`src/hw/rtl/tsc_pkg.sv`:
```
// Types, constants and byte classes of the text statistics counter.
package tsc_pkg;

   localparam logic [7:0] NEWLINE_BYTE    = 8'h0A;
   localparam logic [7:0] UNDERSCORE_BYTE = 8'h5F;
   localparam logic [7:0] HYPHEN_BYTE     = 8'h2D;
   localparam logic [7:0] SPACE_BYTE      = 8'h20;
   localparam logic [7:0] TAB_BYTE        = 8'h09;
   localparam logic [7:0] CR_BYTE         = 8'h0D;

   localparam int QUEUE_DEPTH = 4;
   localparam int QUEUE_PTR_WIDTH = $clog2(QUEUE_DEPTH);
   localparam int QUEUE_CNT_WIDTH = $clog2(QUEUE_DEPTH + 1);

   typedef struct packed {
      logic [7:0] ch;
      logic       start_of_text;
      logic       end_of_text;
   } req_type;

   typedef struct packed {
      logic [31:0] char_count;
      logic [31:0] nonspace_count;
      logic [31:0] word_count;
      logic [31:0] line_count;
      logic [31:0] blank_line_count;
      logic [15:0] longest_line;
   } rsp_type;

   // Classified byte as it travels from the front end to the counters.
   typedef struct packed {
      logic start_of_text;
      logic end_of_text;
      logic blank;
      logic word;
      logic newline;
   } cls_item_type;

   function automatic logic is_blank_byte(input logic [7:0] c);
      return (c == SPACE_BYTE) || ((c >= TAB_BYTE) && (c <= CR_BYTE));
   endfunction

   function automatic logic is_word_byte(input logic [7:0] c);
      return ((c >= 8'h30) && (c <= 8'h39)) || ((c >= 8'h41) && (c <= 8'h5A)) ||
             ((c >= 8'h61) && (c <= 8'h7A)) || (c == UNDERSCORE_BYTE) ||
             (c == HYPHEN_BYTE);
   endfunction

endpackage

```
`src/hw/rtl/tsc_front.sv`:
```
// Front end: accepts text bytes, classifies them and pushes them to the queue.
module tsc_front (
   input  logic                  req_valid,
   output logic                  req_stall,
   input  tsc_pkg::req_type      req_payload,
   output logic                  push,
   output tsc_pkg::cls_item_type push_item,
   input  logic                  queue_full
);
   import tsc_pkg::*;

   assign req_stall = queue_full;
   assign push      = req_valid && !queue_full;

   always_comb begin
      push_item.start_of_text = req_payload.start_of_text;
      push_item.end_of_text   = req_payload.end_of_text;
      push_item.blank         = is_blank_byte(req_payload.ch);
      push_item.word          = is_word_byte(req_payload.ch);
      push_item.newline       = (req_payload.ch == NEWLINE_BYTE);
   end

endmodule

```
`src/hw/rtl/tsc_queue.sv`:
```
// Short queue of classified bytes between the front end and the counters.
module tsc_queue (
   input  logic                  clock,
   input  logic                  reset,
   input  logic                  push,
   input  tsc_pkg::cls_item_type push_item,
   output logic                  full,
   output logic                  pop_valid,
   output tsc_pkg::cls_item_type pop_item,
   input  logic                  pop
);
   import tsc_pkg::*;

   cls_item_type                 entry_ff [QUEUE_DEPTH];
   logic [QUEUE_PTR_WIDTH-1:0]   wr_ptr_ff, wr_ptr_in;
   logic [QUEUE_PTR_WIDTH-1:0]   rd_ptr_ff, rd_ptr_in;
   logic [QUEUE_CNT_WIDTH-1:0]   count_ff, count_in;

   assign full      = (count_ff == QUEUE_CNT_WIDTH'(QUEUE_DEPTH));
   assign pop_valid = (count_ff != '0);
   assign pop_item  = entry_ff[rd_ptr_ff];

   always_comb begin
      wr_ptr_in = push ? wr_ptr_ff + 1'b1 : wr_ptr_ff;
      rd_ptr_in = pop  ? rd_ptr_ff + 1'b1 : rd_ptr_ff;
      count_in  = count_ff;
      if (push && !pop) begin
         count_in = count_ff + 1'b1;
      end else if (pop && !push) begin
         count_in = count_ff - 1'b1;
      end
   end

   always_ff @(posedge clock) begin
      if (reset) begin
         wr_ptr_ff <= '0;
         rd_ptr_ff <= '0;
         count_ff  <= '0;
      end else begin
         wr_ptr_ff <= wr_ptr_in;
         rd_ptr_ff <= rd_ptr_in;
         count_ff  <= count_in;
      end
   end

   always_ff @(posedge clock) begin
      if (push) begin
         entry_ff[wr_ptr_ff] <= push_item;
      end
   end

endmodule

```
`src/hw/rtl/tsc_back.sv`:
```
// Back end: running counters, line tracking and the result register.
module tsc_back #(
   parameter int COUNT_WIDTH  = 32,
   parameter int LENGTH_WIDTH = 16
) (
   input  logic                  clock,
   input  logic                  reset,
   input  logic                  pop_valid,
   input  tsc_pkg::cls_item_type pop_item,
   output logic                  pop,
   output logic                  rsp_valid,
   input  logic                  rsp_stall,
   output tsc_pkg::rsp_type      rsp_payload
);
   import tsc_pkg::*;

   logic [COUNT_WIDTH-1:0]  total_ff, total_in;
   logic [COUNT_WIDTH-1:0]  visible_ff, visible_in;
   logic [COUNT_WIDTH-1:0]  words_ff, words_in;
   logic [COUNT_WIDTH-1:0]  lines_ff, lines_in;
   logic [COUNT_WIDTH-1:0]  blank_ff, blank_in;
   logic [LENGTH_WIDTH-1:0] max_len_ff, max_len_in;
   logic [LENGTH_WIDTH-1:0] cur_len_ff, cur_len_in;
   logic                    in_word_ff, in_word_in;
   logic                    has_vis_ff, has_vis_in;
   logic                    valid_ff, valid_in;

   logic [COUNT_WIDTH-1:0]  total_base, visible_base, words_base, lines_base, blank_base;
   logic [LENGTH_WIDTH-1:0] max_base, cur_base, close_len;
   logic                    in_word_base, has_vis_base, has_vis_new, closing;

   // Take the next item when the result register is empty or being drained.
   assign pop       = pop_valid && (!valid_ff || !rsp_stall);
   assign rsp_valid = valid_ff;

   always_comb begin
      valid_in = pop ? 1'b1 : (valid_ff && rsp_stall);

      // Start of text clears everything before the byte is counted.
      total_base   = pop_item.start_of_text ? '0 : total_ff;
      visible_base = pop_item.start_of_text ? '0 : visible_ff;
      words_base   = pop_item.start_of_text ? '0 : words_ff;
      lines_base   = pop_item.start_of_text ? '0 : lines_ff;
      blank_base   = pop_item.start_of_text ? '0 : blank_ff;
      max_base     = pop_item.start_of_text ? '0 : max_len_ff;
      cur_base     = pop_item.start_of_text ? '0 : cur_len_ff;
      in_word_base = pop_item.start_of_text ? 1'b0 : in_word_ff;
      has_vis_base = pop_item.start_of_text ? 1'b0 : has_vis_ff;

      total_in   = (&total_base) ? total_base : total_base + 1'b1;
      visible_in = visible_base;
      if (!pop_item.blank && !(&visible_base)) begin
         visible_in = visible_base + 1'b1;
      end
      has_vis_new = has_vis_base || !pop_item.blank;

      words_in = words_base;
      if (pop_item.word && !in_word_base && !(&words_base)) begin
         words_in = words_base + 1'b1;
      end

      // A newline is not part of the line length; any other byte is.
      close_len = cur_base;
      if (!pop_item.newline && !(&cur_base)) begin
         close_len = cur_base + 1'b1;
      end
      closing = pop_item.newline || pop_item.end_of_text;

      lines_in   = lines_base;
      blank_in   = blank_base;
      max_len_in = max_base;
      if (closing) begin
         if (!(&lines_base)) begin
            lines_in = lines_base + 1'b1;
         end
         if (!has_vis_new && !(&blank_base)) begin
            blank_in = blank_base + 1'b1;
         end
         if (close_len > max_base) begin
            max_len_in = close_len;
         end
         cur_len_in = '0;
         has_vis_in = 1'b0;
         in_word_in = 1'b0;
      end else begin
         cur_len_in = close_len;
         has_vis_in = has_vis_new;
         in_word_in = pop_item.word;
      end
   end

   always_ff @(posedge clock) begin
      if (reset) begin
         valid_ff   <= 1'b0;
         total_ff   <= '0;
         visible_ff <= '0;
         words_ff   <= '0;
         lines_ff   <= '0;
         blank_ff   <= '0;
         max_len_ff <= '0;
         cur_len_ff <= '0;
         in_word_ff <= 1'b0;
         has_vis_ff <= 1'b0;
      end else begin
         valid_ff <= valid_in;
         if (pop) begin
            total_ff   <= total_in;
            visible_ff <= visible_in;
            words_ff   <= words_in;
            lines_ff   <= lines_in;
            blank_ff   <= blank_in;
            max_len_ff <= max_len_in;
            cur_len_ff <= cur_len_in;
            in_word_ff <= in_word_in;
            has_vis_ff <= has_vis_in;
         end
      end
   end

   // Counters change only on a pop, so they hold while the result is stalled.
   always_comb begin
      rsp_payload.char_count       = 32'(total_ff);
      rsp_payload.nonspace_count   = 32'(visible_ff);
      rsp_payload.word_count       = 32'(words_ff);
      rsp_payload.line_count       = 32'(lines_ff);
      rsp_payload.blank_line_count = 32'(blank_ff);
      rsp_payload.longest_line     = 16'(max_len_ff);
   end

endmodule

```
`src/hw/rtl/text_statistics_counter.sv`:
```
// Text statistics counter: per-byte word, line and character counts.
//
// Input channel req_*: one text byte per item with start_of_text (clear all
// counts before this byte) and end_of_text (close an unterminated last line).
// Result channel rsp_*: exactly one result per input item, in order, holding
// the counts after that byte: bytes, non-whitespace bytes, words, lines,
// whitespace-only lines and the longest closed line. All counters saturate.
// Each accepted item is written into the four-entry classification queue,
// then taken by the counter stage, which updates the counters and registers
// the result; a stalled result can hold items in the queue.
// Throughput: one item per cycle while the result channel is not stalled.
// The front end stalls only when the queue is full; a stalled result holds
// the counter stage, and the queue keeps taking items until it fills.
// Reset (synchronous, active high) clears all counts, empties the queue and
// drops any pending result; the block can take items again once reset is low.
module text_statistics_counter #(
   parameter int COUNT_WIDTH  = 32,
   parameter int LENGTH_WIDTH = 16
) (
   input  logic             clock,
   input  logic             reset,
   input  logic             req_valid,
   output logic             req_stall,
   input  tsc_pkg::req_type req_payload,
   output logic             rsp_valid,
   input  logic             rsp_stall,
   output tsc_pkg::rsp_type rsp_payload
);
   import tsc_pkg::*;

   cls_item_type push_item, pop_item;
   logic         push, queue_full, pop_valid, pop;

   tsc_front u_front (
      .req_valid   (req_valid),
      .req_stall   (req_stall),
      .req_payload (req_payload),
      .push        (push),
      .push_item   (push_item),
      .queue_full  (queue_full)
   );

   tsc_queue u_queue (
      .clock     (clock),
      .reset     (reset),
      .push      (push),
      .push_item (push_item),
      .full      (queue_full),
      .pop_valid (pop_valid),
      .pop_item  (pop_item),
      .pop       (pop)
   );

   tsc_back #(
      .COUNT_WIDTH  (COUNT_WIDTH),
      .LENGTH_WIDTH (LENGTH_WIDTH)
   ) u_back (
      .clock       (clock),
      .reset       (reset),
      .pop_valid   (pop_valid),
      .pop_item    (pop_item),
      .pop         (pop),
      .rsp_valid   (rsp_valid),
      .rsp_stall   (rsp_stall),
      .rsp_payload (rsp_payload)
   );

endmodule

```
`config.mk`:
```
export PLATFORM = sky130hd
export DESIGN_NAME = text_statistics_counter
export DESIGN_NICKNAME = d
export VERILOG_FILES = /design/src/hw/rtl/tsc_pkg.sv /design/src/hw/rtl/tsc_front.sv /design/src/hw/rtl/tsc_queue.sv /design/src/hw/rtl/tsc_back.sv /design/src/hw/rtl/text_statistics_counter.sv
export SDC_FILE = /design/constraint.sdc
export NUM_CORES = 1
export LEC_CHECK = 0
export BUFFER_PORTS_ARGS = -buffer_cell sky130_fd_sc_hd__buf_2
export CORE_MARGIN = 10
export CORE_UTILIZATION = 55
export DETAILED_ROUTE_END_ITERATION = 10
export PLACE_DENSITY = 0.83
export SLEW_MARGIN = 15
export SYNTH_ARGS = -nofsm -noshare
export SYNTH_HDL_FRONTEND = slang
export SYNTH_SLANG_ARGS = --single-unit
```
`constraint.sdc`:
```
create_clock -name clock -period 12.4 [get_ports clock]
set_input_delay 1.86 -clock clock [delete_from_list [all_inputs] [get_ports clock]]
set_output_delay 1.86 -clock clock [all_outputs]
set_load 0.05 [all_outputs]
```
==> impl_summary.txt <==
----------------------------------------------------
[Place]
  Port Buffer Count ... 191
  Worst slack at placement ... 6.055 ns
  HPWL after DPL ... 25.28 mm
  Final weighted congestion in routability-driven placement ... 0.9016

[Yosys]
  Predominant post-synthesis flop cell ... dfxtp_1
  Yosys synthesis warning count ... 0
  Area share of the largest cell type after synthesis ... 33.34%
  Fraction of synthesis flops using an asynchronous set or reset pin ... 0%
  Number of flops mapped to enable cells by yosys ... 20
  Synth Register Bits ... 224
  Total standard cell area after synthesis ... 12250 sq um
  Mean instance size in the synthesized netlist ... 8.075 sq um
  Library cell with the largest summed area after synthesis ... dfxtp_1
  Synthesized instance count ... 1517
  Leading cell types by total area after synthesis ... dfxtp_1, nand2_1, nor2_1
  Netlist cell types ... 80
  Post-synthesis sequential area ratio ... 38.24%
  Post-synth net total ... 1558

[Critical path]
  Worst stage delay on the critical path ... 0.70 ns
  Worst setup SP type ... register
  CP max stage cell ... or2_1
  CP endpoint kind ... register
  Family of cells with the greatest summed delay on the critical path ... simple AND/OR/NAND/NOR gates
  Critical path class ... reg2reg
  Critical path, cell by cell ... mux2i_1 -> mux2_2 -> buf_4 -> nand2_1 -> inv_1 -> ha_1 -> nand4_1 -> nor4_4 -> a21oi_1 -> or4b_2 -> nand2_1 -> ha_1 -> a211oi_1 -> o21bai_1 -> a2111oi_0 -> o221ai_1 -> a311oi_1 -> or2_1 -> mux2i_1
  CP required ... 12.84 ns
  Critical-path maximum fanout ... 57
  Worst Path Buf+Inv ... 2
  Data arrival time of the critical path ... 6.58 ns

[Global route]
  Number of global-route vias before repair ... 11110
  Pin count of the biggest net entering global routing ... 94
  Global Route Usage Sum ... 23.46%
  Antenna violations before repair ... 0
  Global-route wire length before repair ... 57.48 mm
  GR Overflow Total ... 0

[Power]
  Cell leakage power ... 5.342 nW
  P per Cell Area ... 151.6 nW/um^2
  PnR Total Power ... 2.143 mW
  IR drop worst, VDD ... 0.0001432 V

[STA]
  Relative slew slack ... 16.86%
  Final min period ... 6.141 ns
  Pin slew with the least headroom to its limit ... 1.243 ns
  Setup TNS after final layout ... 0 ns
  Fin Clk Skew ... 0.01409 ns
  Fin. Hold Viols ... 0
  Max Slew Vio Count ... 0
  Post-route clock period utilization ... 49.53%
  Setup violators final ... 0
  Worst hold slack ... 0.4555 ns
  Achievable clock frequency ... 162.8 MHz
  Post-layout worst setup margin ... 6.259 ns
  RSZ-0062 raised after global routing ... no

[Floorplan]
  Site Rows ... 54
  Horizontal die dimension ... 169.2 microns
  Overall die area ... 28640 sq um
  Ports placed on the boundary ... 192
  Starting Density ... 55.96%
  Core box area ... 21890 sq um
  Chip Height ... 169.2 microns

[Flow run]
  # Max-Cap Violations ... 0

[Drt]
  Average detailed-routed wire length per instance ... 18.38 microns
  Count of nets left with antenna violations after detail routing ... 0
  Iteration count of the initial detailed-routing pass ... 7
  Routed vias/inst ... 6.109
  DR iter-0 viols ... 1115
  DRC violation count after routing ... 0
  WL final ... 35.96 mm
  Via count ... 11960

[Clocking]
  Number of buffers created by CTS ... 25
  CTS tree ... built
  H-Tree Depth ... 1
  Hold_buf cts ... 0
  Post-cts sizing count ... 0
  Clock latency of the later-clocked register in the worst-skew pair ... 0.52 ns
  Post-CTS Setup Repair Bufs ... 0
  Num Clock Sinks ... 224
  Clock transition at the registers of the reported paths ... 0.06 ns
  Clock tree buffer depth ... 3
  Clock root buffer ... clkbuf_16

[Final layout]
  Most used cells in the layout excluding fill and tap cells ... nand2_1, dfxtp_1, nor2_1
  Commonest non-fill, non-tap cell in the layout ... nand2_1
  Area Overhead vs Synth ... 15.33%
  Final-layout fill cell count ... 1859
  Share of cells above drive strength 1 ... 17.23%
  Antenna diode count ... 0
  Total number of nets in the final design ... 1701

[Worst hold path]
  HP Class ... reg2reg
  Start point of the worst min-delay path ... u_back.in_word_ff$_SDFFE_PP0P_

[Status]
  Outcome ... complete, no violations

----------------------------------------------------
==> kinds of logic (layout without fill, tap and decap cells) <==
| logic type | Yosys count | in the layout | synth area share, % |
|---|---|---|---|
| and+or+nand+nor | 782 | 782 | 31.54 |
| AOI/OAI and AO/OA | 230 | 230 | 12.89 |
| DFF | 224 | 224 | 38.24 |
| buffers and inverters | 115 | 275 | 3.718 |
| xor gates and xnor gates | 111 | 111 | 7.936 |
| muxes | 28 | 28 | 2.860 |
| adders and majority gates | 27 | 27 | 2.819 |
==> metal layers <==
metal  part of all wire (%)  wire length, microns  up-vias  track usage [%]
li1                       -                     -     5696                -
met1                     41                 14710     5708            29.82
met2                     48                 17150      477            38.81
met3                    8.8                  3177       74            5.072
met4                    2.6                   928        0            7.580
met5                      0                     0        -                0
==> flip-flops by register name, indices dropped and copies added (netlist names), named ones only <==
register / cells
u_back.in_word_ff: 1
u_back.blank_ff: 32
u_back.rsp_valid: 1
u_back.max_len_ff: 16
u_queue.entry_ff: 20
u_back.lines_ff: 32
u_queue.wr_ptr_ff: 2
u_queue.count_ff: 3
u_back.has_vis_ff: 1
u_back.total_ff: 32
u_back.visible_ff: 32
u_back.words_ff: 32
u_back.cur_len_ff: 16
u_queue.rd_ptr_ff: 2
==> worst min-delay path: cells and delay by family (launching register included) <==
family / cells / cell delay, ns
AND/OR/NAND/NOR: 1 / 0.05
AO/OA/AOI/OAI: 1 / 0.05
flip-flops: 1 / 0.31
==> report_power, final <==
part | switching (mW) | internal, mW
logic | 0.484 | 0.148
clock network | 0.293 | 0.425
registers | 0.0321 | 0.761
total | 0.809 | 1.33
==> cell usage after synthesis, types with 12 or more instances <==
cell,n
nor2b_1,16
nor4_1,31
nand4_1,60
or3_1,18
xnor2_1,55
o21ai_0,61
nor3_1,28
edfxtp_1,20
nor2_1,200
nand2_1,237
mux2i_1,17
dfxtp_1,204
inv_1,29
a22oi_1,19
ha_1,26
a31oi_1,16
a21oi_1,45
and3_1,29
xor2_1,56
nand3_1,75
and2_1,18
and4_1,12
clkbuf_1,68
==> path summary, 6_finish.rpt <==
check | endpoint | slack, ns | depth (start not counted)
setup / recovery | u_back.max_len_ff[14]$_SDFFE_PP0P_ | 6.26 | 19
hold / removal | u_back.in_word_ff$_SDFFE_PP0P_ | 0.46 | 2
setup reg to reg | u_back.max_len_ff[14]$_SDFFE_PP0P_ | 6.26 | 19
hold reg to reg | u_back.in_word_ff$_SDFFE_PP0P_ | 0.46 | 2
==> metrics by stage <==
stage,area [sq um],instances,util [%]
after CTS,14120,1957,64.49
after detailed placement,13320,1913,60.85
after floorplan,12250,1517,-
after global routing,14130,1957,64.54
final,14130,1957,64.54
after global placement,13320,1913,60.85
==> layout make-up <==
type / count / area, sq um / share of cell area (%)
Tap cell: 280 / 350.3 / 2.480
Inverter: 29 / 108.9 / 0.7705
Sequential cell: 224 / 4684 / 33.16
Clock buffer: 40 / 773.2 / 5.473
Clock inverter: 4 / 23.77 / 0.1683
Multi-Input combinational cell: 1178 / 7147 / 50.58
Timing Repair Buffer: 202 / 1041 / 7.368
(Power assumes the default switching activity.)
